**src/rtl/vafs_pkg.sv**
```systemverilog
package vafs_pkg;

  localparam int SrcW       = 8;
  localparam int LvlW       = 16;
  localparam int NumSources = 256;
  localparam int NumSlots   = 32;
  localparam int SlotW      = 5;
  localparam int SlotFieldW = 6;
  localparam int OwnerW     = 9;
  localparam int ActW       = 3;
  localparam int CountW     = 6;

  localparam logic [SlotFieldW-1:0] SlotNone   = 6'h20;
  localparam logic [OwnerW-1:0]     OwnerEmpty = 9'h100;
  localparam logic [CountW-1:0]     SlotsMax   = 6'd32;
  localparam logic [LvlW:0]         LevelAboveFull = 17'h10000;

  localparam logic [ActW-1:0] ACT_NONE    = 3'd0;
  localparam logic [ActW-1:0] ACT_RELEASE = 3'd1;
  localparam logic [ActW-1:0] ACT_UPDATE  = 3'd2;
  localparam logic [ActW-1:0] ACT_TAKE    = 3'd3;
  localparam logic [ActW-1:0] ACT_STEAL   = 3'd4;

  localparam logic [2:0] KIND_NOP     = 3'd0;
  localparam logic [2:0] KIND_RELEASE = 3'd1;
  localparam logic [2:0] KIND_UPDATE  = 3'd2;
  localparam logic [2:0] KIND_FREE    = 3'd3;
  localparam logic [2:0] KIND_STEAL   = 3'd4;

  typedef struct packed {
    logic [SlotFieldW-1:0] slot;
    logic [LvlW-1:0]       level;
  } row_t;

  localparam int RowW = SlotFieldW + LvlW;

  typedef struct packed {
    logic accept;
    logic simple;
    logic free_scan;
    logic faint_issue;
    logic faint_cmp;
    logic steal_evict;
    logic steal_bind;
    logic out_load;
  } cmd_t;

  typedef struct packed {
    logic [2:0] kind;
    logic       n_zero;
    logic       free_hit;
    logic       scan_last;
    logic       steal_ok;
    logic       out_free;
  } sts_t;

endpackage

```
**src/rtl/vafs_ctrl.sv**
```systemverilog
module vafs_ctrl (
  input  logic            clk,
  input  logic            rst_n,
  input  logic            in_tvalid,
  output logic            in_tready,
  input  vafs_pkg::sts_t  sts,
  output vafs_pkg::cmd_t  cmd
);

  localparam logic [2:0] S_IDLE  = 3'd0;
  localparam logic [2:0] S_READ  = 3'd1;
  localparam logic [2:0] S_FREE  = 3'd2;
  localparam logic [2:0] S_FISS  = 3'd3;
  localparam logic [2:0] S_FLAST = 3'd4;
  localparam logic [2:0] S_STEAL = 3'd5;
  localparam logic [2:0] S_WSRC  = 3'd6;
  localparam logic [2:0] S_OUT   = 3'd7;

  logic [2:0] state_r;
  logic [2:0] state_nxt;

  always_comb begin
    state_nxt = state_r;
    cmd       = '0;
    in_tready = 1'b0;
    case (state_r)
      S_IDLE: begin
        in_tready = 1'b1;
        if (in_tvalid) begin
          cmd.accept = 1'b1;
          state_nxt  = S_READ;
        end
      end
      S_READ: begin
        case (sts.kind)
          vafs_pkg::KIND_FREE: state_nxt = S_FREE;
          vafs_pkg::KIND_STEAL: state_nxt = sts.n_zero ? S_STEAL : S_FISS;
          default: begin
            cmd.simple = 1'b1;
            state_nxt  = S_OUT;
          end
        endcase
      end
      S_FREE: begin
        cmd.free_scan = 1'b1;
        if (sts.free_hit || sts.scan_last) begin
          state_nxt = S_OUT;
        end
      end
      S_FISS: begin
        cmd.faint_issue = 1'b1;
        cmd.faint_cmp   = 1'b1;
        if (sts.scan_last) begin
          state_nxt = S_FLAST;
        end
      end
      S_FLAST: begin
        cmd.faint_cmp = 1'b1;
        state_nxt     = S_STEAL;
      end
      S_STEAL: begin
        cmd.steal_evict = 1'b1;
        state_nxt       = sts.steal_ok ? S_WSRC : S_OUT;
      end
      S_WSRC: begin
        cmd.steal_bind = 1'b1;
        state_nxt      = S_OUT;
      end
      S_OUT: begin
        if (sts.out_free) begin
          cmd.out_load = 1'b1;
          state_nxt    = S_IDLE;
        end
      end
      default: state_nxt = S_IDLE;
    endcase
  end

  always_ff @(posedge clk) begin
    if (!rst_n) begin
      state_r <= S_IDLE;
    end else begin
      state_r <= state_nxt;
    end
  end

endmodule

```
**config.mk**
```make
export PLATFORM = sky130hd
export DESIGN_NAME = vafs_ctrl
export DESIGN_NICKNAME = d
export VERILOG_FILES = /design/src/rtl/vafs_pkg.sv /design/src/rtl/vafs_ctrl.sv
export SDC_FILE = /design/constraint.sdc
export NUM_CORES = 1
export LEC_CHECK = 0
export ABC_AREA = 0
export BUFFER_PORTS_ARGS = -buffer_cell sky130_fd_sc_hd__buf_2
export CAP_MARGIN = 20
export CORE_AREA = 2 2 39 41
export DETAILED_ROUTE_END_ITERATION = 10
export DIE_AREA = 0 0 41 43
export PLACE_DENSITY = 0.52
export SLEW_MARGIN = 20
export SYNTH_ARGS = -nofsm -noshare
export SYNTH_HDL_FRONTEND = slang
export SYNTH_SLANG_ARGS = --single-unit
```
**constraint.sdc**
```tcl
create_clock -name clk -period 1.9 [get_ports clk]
set_clock_uncertainty 0.1 [all_clocks]
set_input_delay 0.38 -clock clk [delete_from_list [all_inputs] [get_ports clk]]
set_output_delay 0.38 -clock clk [all_outputs]
set_load 0.005 [all_outputs]
```
# Word level (Yosys, flattened, before mapping)

Cells that the tools add are included.

Bits in registers: 3
Input bits: 11

Equal/unequal tests: 13
Mux-type cells: 20
Reduce and logical (&&, ||, !) cells: 5

Operators by type and width:

| operator                                                              | number |
|---|---|
| 3-bit case mux with 8 select lines                                    | 1 |
| 3-bit equality test, second input constant                            | 5 |
| 3-bit two-way mux                                                     | 5 |
| 1-bit two-way mux                                                     | 13 |
| 3-bit by 2-bit equality test with 1-bit output, second input constant | 3 |
| 2-bit inequality test, second input constant                          | 4 |
| 3-bit case mux with 2 select lines                                    | 1 |
| 4-bit AND reduction                                                   | 1 |
| 2-bit OR reduction                                                    | 2 |
| 3-bit by 1-bit equality test with 1-bit output, second input constant | 1 |
| 3-bit zero test                                                       | 1 |
| 1-bit logical OR                                                      | 1 |

# Logic depth before layout (Yosys ltp)

Gate-level depths: netlist (run 1).

Depth after elaboration: 4
Depth in mapped cells: 5

# Worst setup path after synthesis (run 1)

OpenSTA, ideal clock, no wires.

Kind: register to output
Start point: register state_r[2]
End point: output port cmd[3] (netlist bit)
Arrival time: 1,124 ps
Setup slack: 296 ps
Cell stages (with the launch flop): 5
Cell sequence: dfxtp_1 buf_6 and2b_2 and2_1 or2_2

RTL lines:

| element                | RTL line        | text |
|---|---|---|
| start, declared        | vafs_ctrl.sv:19 | `logic [2:0] state_r;` |
| start signal, assigned | vafs_ctrl.sv:83 | `state_r <= state_nxt;` |
| end, declared          | vafs_ctrl.sv:7  | `output vafs_pkg::cmd_t cmd` |

==> flow_summary.json, run 1 <==
{
  "area_delta_synth_final_pct": 39.1,
  "async_reset_ff_share_pct": 0,
  "hold_end": "state_r[1]",
  "synthesis.area_um2": 339,
  "fp-row-count": 14,
  "placed_cell_area_um2": 443,
  "drcViolationCount": 0,
  "relSlewSlack_pct": 74.5,
  "end_kind": "output pin",
  "wl_per_cell_um": 9.54,
  "grt_use_met2_pct": 13.4,
  "grt_pass1_vias": 296,
  "synth_ff_type": "dfxtp_1",
  "mostFrequentLayoutCell": "buf_2",
  "seqCellArea_um2": 62.6,
  "fillers": 156,
  "path_cells": "and2b_2 > and2_1 > or2_2 > buf_2",
  "maxCapViolations": 0,
  "core-area_mm2": 0.00138,
  "crit_type": "flop to output pin",
  "clockBufferDepth": 2,
  "period_needed_ps": 1840,
  "largest_reg_flops": 3,
  "numCtsBuffers": 3,
  "crit_path_top_delay_cell": "dfxtp_2",
  "cts.sinks": 3,
  "overflow": 0,
  "crit_fanout": 6,
  "r2r-start": "state_r[2]",
  "place_congestion": 0.721,
  "hold_viol": 0,
  "status": "complete, no violations",
  "busiest_layer": "met2",
  "cp-start-kind": "flop",
  "drtIter0Drc": 0,
  "whs_path_depth": 2,
  "portBuffers": 19,
  "htree_num_levels": 1,
  "post-route-period-util_pct": 97.0,
  "fin_nets": 76,
  "reg2reg_depth": 5,
  "max_stage_delay_ps": 350,
  "syn-num-nets": 53,
  "rsz0062_at_grt": "false",
  "fin_ws_ps": 57.9,
  "drive_gt1_share_pct": 48.4,
  "place_ws_ps": 241,
  "dieArea_mm2": 0.00176,
  "synth_top_area_cell": "dfxtp_1",
  "clk_pin_slew_worst_paths_ps": 30,
  "met1_usage_pct": 12.8,
  "fin_area_um2": 472,
  "final_max_slew_viol_count": 0,
  "grt_use_met3_pct": 1.57,
  "setup_violations": 0,
  "final_cell_mix": "19 x buf_2, 3 x nand2_1, 3 x nor3b_1, 3 x nor2b_1, 3 x clkbuf_4",
  "antenna_left": 0,
  "multi_input_area_um2": 245,
  "largest-register": "state_r",
  "drtPass1Iterations": 1,
  "synthCells": 42,
  "initial_utilization_pct": 24.5,
  "antenna_found_initial": 0,
  "dp_hpwl_um": 635,
  "grt_pass1_wl_mm": 1.17,
  "die_h_um": 43,
  "arrival_ps": 1360,
  "synth.top_cells.by_area": "dfxtp_1 18%, buf_6 6.6%, nor3b_1 6.6%",
  "ir_drop_v": 0.000423,
  "hp-class": "input port to flop",
  "drt_wl_total_um": 763,
  "power.leakage_nw": 0.249,
  "yosysSeqAreaShare_pct": 17.7,
  "finalSetupTns_ps": 0,
  "hold_buffers": 0,
  "diodes": 0,
  "r2r_end": "state_r[2]",
  "reg2reg_slack_ps": 420,
  "worstHoldStart": "rst_n",
  "cts_tree": "yes",
  "synth_cell_types": 25,
  "pin_count": 20,
  "syn_avg_cell_area_um2": 8.07,
  "root_buffer": "clkbuf_4",
  "clock_latency_ps": 230,
  "top_regs": "state_r: 3 flops",
  "die_w_um": 41,
  "grt_max_degree": 16,
  "p_per_area_mw_per_mm2": 1130,
  "via_count": 374,
  "synth_top_area_share_pct": 17.7,
  "synth_edf_count": 0,
  "ys_ff_latch": 3,
  "worstPathRequired_ps": 1420,
  "ys_warn_count": 0,
  "gr-usage-all-layers_pct": 9.83,
  "vias_per_cell": 4.68,
  "max_freq_mhz": 543,
  "max_slew.worst_pin.slew_ps": 381
}
cells in the mapped netlist (2+ instances only):
| library cell | n |
|---|---|
| dfxtp_1 | 3 |
| nor3_1 | 2 |
| nor3b_1 | 3 |
| and2b_2 | 2 |
| buf_6 | 2 |
| inv_1 | 2 |
| mux2i_1 | 2 |
| nand2_1 | 3 |
| nor4_1 | 2 |
| and2_1 | 2 |
| nor2_1 | 2 |
| a31oi_1 | 2 |
| nor2b_1 | 3 |
kinds of logic after synthesis:
logic type / count (synthesis) / share of synthesized area [%]
mux: 2 / 5.90
compound gates: 10 / 23.2
simple gates: 22 / 43.2
buf+inv: 5 / 9.96
flops: 3 / 17.7
per-stage QoR:
step	instances	hold WS [ps]	total power [W]	util, %
floorplan	42	408	0.000350	-
global placement	76	533	0.000425	32.0
detailed placement	76	543	0.000427	32.0
CTS	80	302	0.000543	34.0
global route	80	304	0.000594	34.1
finish	80	304	0.000532	34.1
power by group:
part | internal, W | total [W] | switching, W | leakage [nW]
registers | 0.0000894 | 0.000130 | 0.0000403 | 0.0255
logic | 0.000154 | 0.000293 | 0.000139 | 0.209
clock network | 0.0000786 | 0.000110 | 0.0000314 | 0.0150
repair_timing:
item / 4_1_cts / 5_1_grt
gates resized for setup: 1 / 1
setup endpoints to repair: 1 / 2
setup buffers: 0 / 0
pin swaps: 0 / 0
area by class of cell:
cell class	count	area share, %
repair buffers	21	23.3
well taps	16	4.24
multi-input cells	34	52.0
clock buffers	4	5.57
flip-flops and latches	3	13.3
inverters	2	1.59
how the worst max path moves through the flow:
| stage | start | to | slack, ps | cells past startpoint |
|---|---|---|---|---|
| floorplan | state_r[2] | cmd[3] | 300 | 4 |
| global placement | state_r[2] | cmd[3] | 270 | 4 |
| detailed placement | state_r[2] | cmd[3] | 240 | 4 |
| CTS | state_r[2] | cmd[3] | 40 | 4 |
| global route | state_r[2] | cmd[3] | 5 | 4 |
| finish | state_r[2] | cmd[3] | 60 | 4 |
critical path: cells and delay by family, from the launching register on:
family / cells / cell delay, ps
simple gates: 3 / 650
flops: 1 / 350
buf+inv: 1 / 130
routing by layer:
layer  vias up  wire (um)
met4         0         10
met3         2         49
met1       161        349
met2        14        352
li1        197          -
met5         -          0
(Power assumes the default switching activity.)
==> run 2, diff against run 1 <==
- PLACE_DENSITY: 0.52 -> 0.62
==> run 2 against run 1 <==
  * Sequential power is 3% higher
  * Register-to-register slack worse by 100 ps
  * Cell count stayed put
  * Die area stayed put
  * Critical path type unchanged
  * Largest cell class unchanged
  * Critical path depth is 1 lower
==> flow_summary.json, run 2 (synthesis gave the netlist of run 1 again) <==
{
  "dp_cells": 76,
  "relSlewSlack_pct": 66.7,
  "antenna_found_initial": 0,
  "worst_hold_slack_ps": 293,
  "gr-usage-all-layers_pct": 11.1,
  "die_w_um": 41,
  "wl_per_cell_um": 9.76,
  "fp-row-count": 14,
  "drive_gt1_share_pct": 48.4,
  "max_slew.worst_pin.slew_ps": 498,
  "final_max_slew_viol_count": 0,
  "root_buffer": "clkbuf_4",
  "setup_violations": 0,
  "die_h_um": 43,
  "max_freq_mhz": 555,
  "drtPass1Iterations": 3,
  "fin_nets": 76,
  "grt_pass1_wl_mm": 1.29,
  "p_per_area_mw_per_mm2": 1150,
  "vias_per_cell": 4.65,
  "mostFrequentLayoutCell": "buf_2",
  "numCtsBuffers": 3,
  "cts_setup_buffers": 0,
  "power.leakage_nw": 0.250,
  "pin_count": 20,
  "end_kind": "output pin",
  "initial_utilization_pct": 24.5,
  "overflow": 0,
  "final_cell_mix": "19 x buf_2, 3 x nand2_1, 3 x nor3b_1, 3 x nor2b_1, 3 x clkbuf_4",
  "period_needed_ps": 1800,
  "htree_num_levels": 1,
  "drtIter0Drc": 3,
  "clockBufferDepth": 2,
  "hp-class": "input port to flop",
  "clk_pin_slew_worst_paths_ps": 40,
  "fin_cells": 80,
  "grt_max_degree": 16,
  "rsz0062_at_grt": "false",
  "drt_wl_total_um": 781,
  "post-route-period-util_pct": 94.8,
  "clock_latency_ps": 240,
  "arrival_ps": 1320,
  "portBuffers": 19,
  "via_count": 372,
  "cts_tree": "yes",
  "antenna_left": 0,
  "seqCellArea_um2": 63.8,
  "dieArea_mm2": 0.00176,
  "dp_hpwl_um": 618,
  "worstPathRequired_ps": 1420,
  "maxCapViolations": 0,
  "largest-register": "state_r",
  "status": "complete, no violations",
  "finalSetupTns_ps": 0,
  "core-area_mm2": 0.00138,
  "crit_type": "flop to output pin",
  "diodes": 0,
  "cts.sinks": 3,
  "multi_input_area_um2": 250,
  "ir_drop_v": 0.000333,
  "top_regs": "state_r: 3 flops",
  "fillers": 155,
  "largest_reg_flops": 3,
  "cp-start-kind": "flop",
  "crit_fanout": 14,
  "area_delta_synth_final_pct": 41.0,
  "grt_pass1_vias": 334,
  "place_congestion": 0.766,
  "drcViolationCount": 0,
  "hold_viol": 0
}
## run 2: repair_timing
action | CTS | global route
hold buffers | 0 | 0
setup endpoints to repair | 1 | 1
pin swaps | 0 | 0
gates resized for setup | 1 | 3
## run 2: worst max-delay path, stage by stage, from the launching register on
cell     delay [ps]
dfxtp_1         620
nand2_1          90
nor4_1          220
buf_2           150
## run 2: metrics by stage
stage / total power [W] / area (um2) / setup WS, ps / util, %
after floorplan: 0.000350 / 339 / 296 / -
after global placement: 0.000421 / 443 / 262 / 32.0
after detailed placement: 0.000424 / 443 / 229 / 32.0
after CTS: 0.000545 / 470 / 27.8 / 34.0
after global routing: 0.000606 / 478 / 2.13 / 34.5
final: 0.000551 / 478 / 97.9 / 34.5
## run 2: area by class of cell
| cell class | instances | share of cell area (%) |
|---|---|---|
| clock buffers | 4 | 5.50 |
| multi-input cells | 34 | 52.4 |
| flip-flops and latches | 3 | 13.4 |
| well taps | 16 | 4.19 |
| inverters | 2 | 1.57 |
| repair buffers | 21 | 23.0 |
## run 2: per-layer routing
layer | vias up | track usage, % | routed length, um | part of all wire, %
met5 | - | 0 | 0 | 0
met2 | 10 | 16.3 | 377 | 48
met1 | 163 | 12.2 | 344 | 44
li1 | 197 | - | - | -
met3 | 2 | 3.14 | 36 | 4.6
met4 | 0 | 10.0 | 22 | 2.8
## run 2: where the power goes
part	switching [W]	internal, W
registers	0.0000440	0.0000902
logic	0.000140	0.000161
clock network	0.0000373	0.0000790
## run 2: path summary, 6_finish.rpt
check / start / endpoint / slack [ps] / cells after the start
worst min-delay path: rst_n / state_r[1] / 290 / 2
worst max-delay path: state_r[0] / cmd[6] / 100 / 3
worst min register to register: state_r[2] / state_r[2] / 520 / 2
worst max register to register: state_r[0] / state_r[2] / 320 / 4
==> run 3, diff against run 2 <==
- PLACE_DENSITY: 0.62 -> not set
- REMOVE_ABC_BUFFERS: not set -> 1
==> run 3 against run 2 <==
  * Hold slack got worse by 7.3 ps
  * Sequential power about the same
  * Routed wire length increased by 4.5%
  * First-iteration DRC count increased by 100%
  * Cell count increased by 1.3%
  * Via count increased by 1.6%
  * Critical path type unchanged
  * Critical endpoint is now cmd[3]
  * Largest cell class unchanged
==> flow_summary.json, run 3 (synthesis gave the netlist of run 1 again) <==
{
  "mostFrequentLayoutCell": "buf_2",
  "fin_cells": 81,
  "ir_drop_v": 0.000320,
  "p_per_area_mw_per_mm2": 1160,
  "status": "complete, no violations",
  "end_kind": "output pin",
  "worstPathRequired_ps": 1420,
  "wl_per_cell_um": 10.1,
  "dp_hpwl_um": 635,
  "worst_hold_slack_ps": 285,
  "gr-usage-all-layers_pct": 11.6,
  "maxCapViolations": 0,
  "antenna_left": 0,
  "dieArea_mm2": 0.00176,
  "drtIter0Drc": 6,
  "fp-row-count": 14,
  "core-area_mm2": 0.00138,
  "largest-register": "state_r",
  "dp_cells": 76,
  "grt_max_degree": 16,
  "post-route-period-util_pct": 94.8,
  "diodes": 0,
  "final_util_pct": 35.2,
  "rsz0062_at_grt": "false",
  "arrival_ps": 1320,
  "fin_area_um2": 487,
  "cp-start-kind": "flop",
  "die_h_um": 43,
  "antenna_found_initial": 0,
  "clk_pin_slew_worst_paths_ps": 40,
  "drt_wl_total_um": 816,
  "largest_reg_flops": 3,
  "placed_cell_area_um2": 443,
  "hold_buffers": 0,
  "grt_pass1_vias": 325,
  "drive_gt1_share_pct": 50.8,
  "portBuffers": 19,
  "relSlewSlack_pct": 77.8,
  "finalSetupTns_ps": 0,
  "fin_nets": 77,
  "clockBufferDepth": 2,
  "clock_latency_ps": 250,
  "power.leakage_nw": 0.256,
  "vias_per_cell": 4.67,
  "grt_pass1_wl_mm": 1.30,
  "drcViolationCount": 0,
  "crit_type": "flop to output pin",
  "drtPass1Iterations": 3,
  "final_max_slew_viol_count": 0,
  "hold_viol": 0,
  "max_slew.worst_pin.slew_ps": 330,
  "area_delta_synth_final_pct": 43.5,
  "die_w_um": 41,
  "place_congestion": 0.751,
  "cts.sinks": 3,
  "pin_count": 20,
  "overflow": 0,
  "root_buffer": "clkbuf_4",
  "initial_utilization_pct": 24.5,
  "via_count": 378,
  "period_needed_ps": 1800,
  "max_freq_mhz": 555,
  "hp-class": "input port to flop",
  "setup_violations": 0,
  "top_regs": "state_r: 3 flops",
  "htree_num_levels": 1,
  "crit_fanout": 6,
  "cts_tree": "yes",
  "numCtsBuffers": 3
}
-- run 3: cell count changes in the layout (fill, tap and decap cells not counted) --
cell     change
buf_4        +1
dfxtp_2      +1
dfxtp_1      -1
-- run 3: critical path, cell delays in order (launching register included) --
cell and delay [ps]:
dfxtp_4 360, and2b_2 220, and2_4 150, or2_4 230, buf_2 120
-- run 3: layout make-up --
cell class	instances	area, um2
Clock buffer	4	26.3
Fill cell	148	897
Inverter	2	7.51
Multi-Input combinational cell	34	250
Sequential cell	3	65.1
Tap cell	16	20.0
Timing Repair Buffer	22	118
-- run 3: worst paths after layout --
path | cells after the start | slack (ps) | startpoint | end
max | 4 | 100 | state_r[2] | cmd[3]
min | 2 | 290 | rst_n | state_r[0]
max reg2reg | 5 | 410 | state_r[2] | state_r[2]
min reg2reg | 2 | 520 | state_r[2] | state_r[2]
-- run 3: per-stage QoR --
step	setup WS, ps	total power [W]
finish	97.9	0.000567
global route	48.9	0.000630
CTS	3.12	0.000552
detailed placement	214	0.000425
global placement	243	0.000422
floorplan	208	0.000313
-- run 3: per-layer routing --
metal	track usage (%)	routed length [um]	vias to the layer above
met5	0	0	-
met4	12.0	28	0
met3	3.14	63	3
met2	17.2	401	14
met1	11.9	323	162
li1	-	-	199
-- run 3: timing repair --
| item | in CTS | in global routing |
|---|---|---|
| hold endpoints to repair | 0 | 0 |
| setup buffers | 0 | 1 |
| endpoints found under the setup margin | 1 | 3 |
| gates resized for setup | 1 | 4 |
-- run 3: report_power, final --
| group | switching [W] | internal (W) |
|---|---|---|
| sequential | 0.0000439 | 0.0000921 |
| combinational | 0.000142 | 0.000170 |
| clock | 0.0000395 | 0.0000791 |
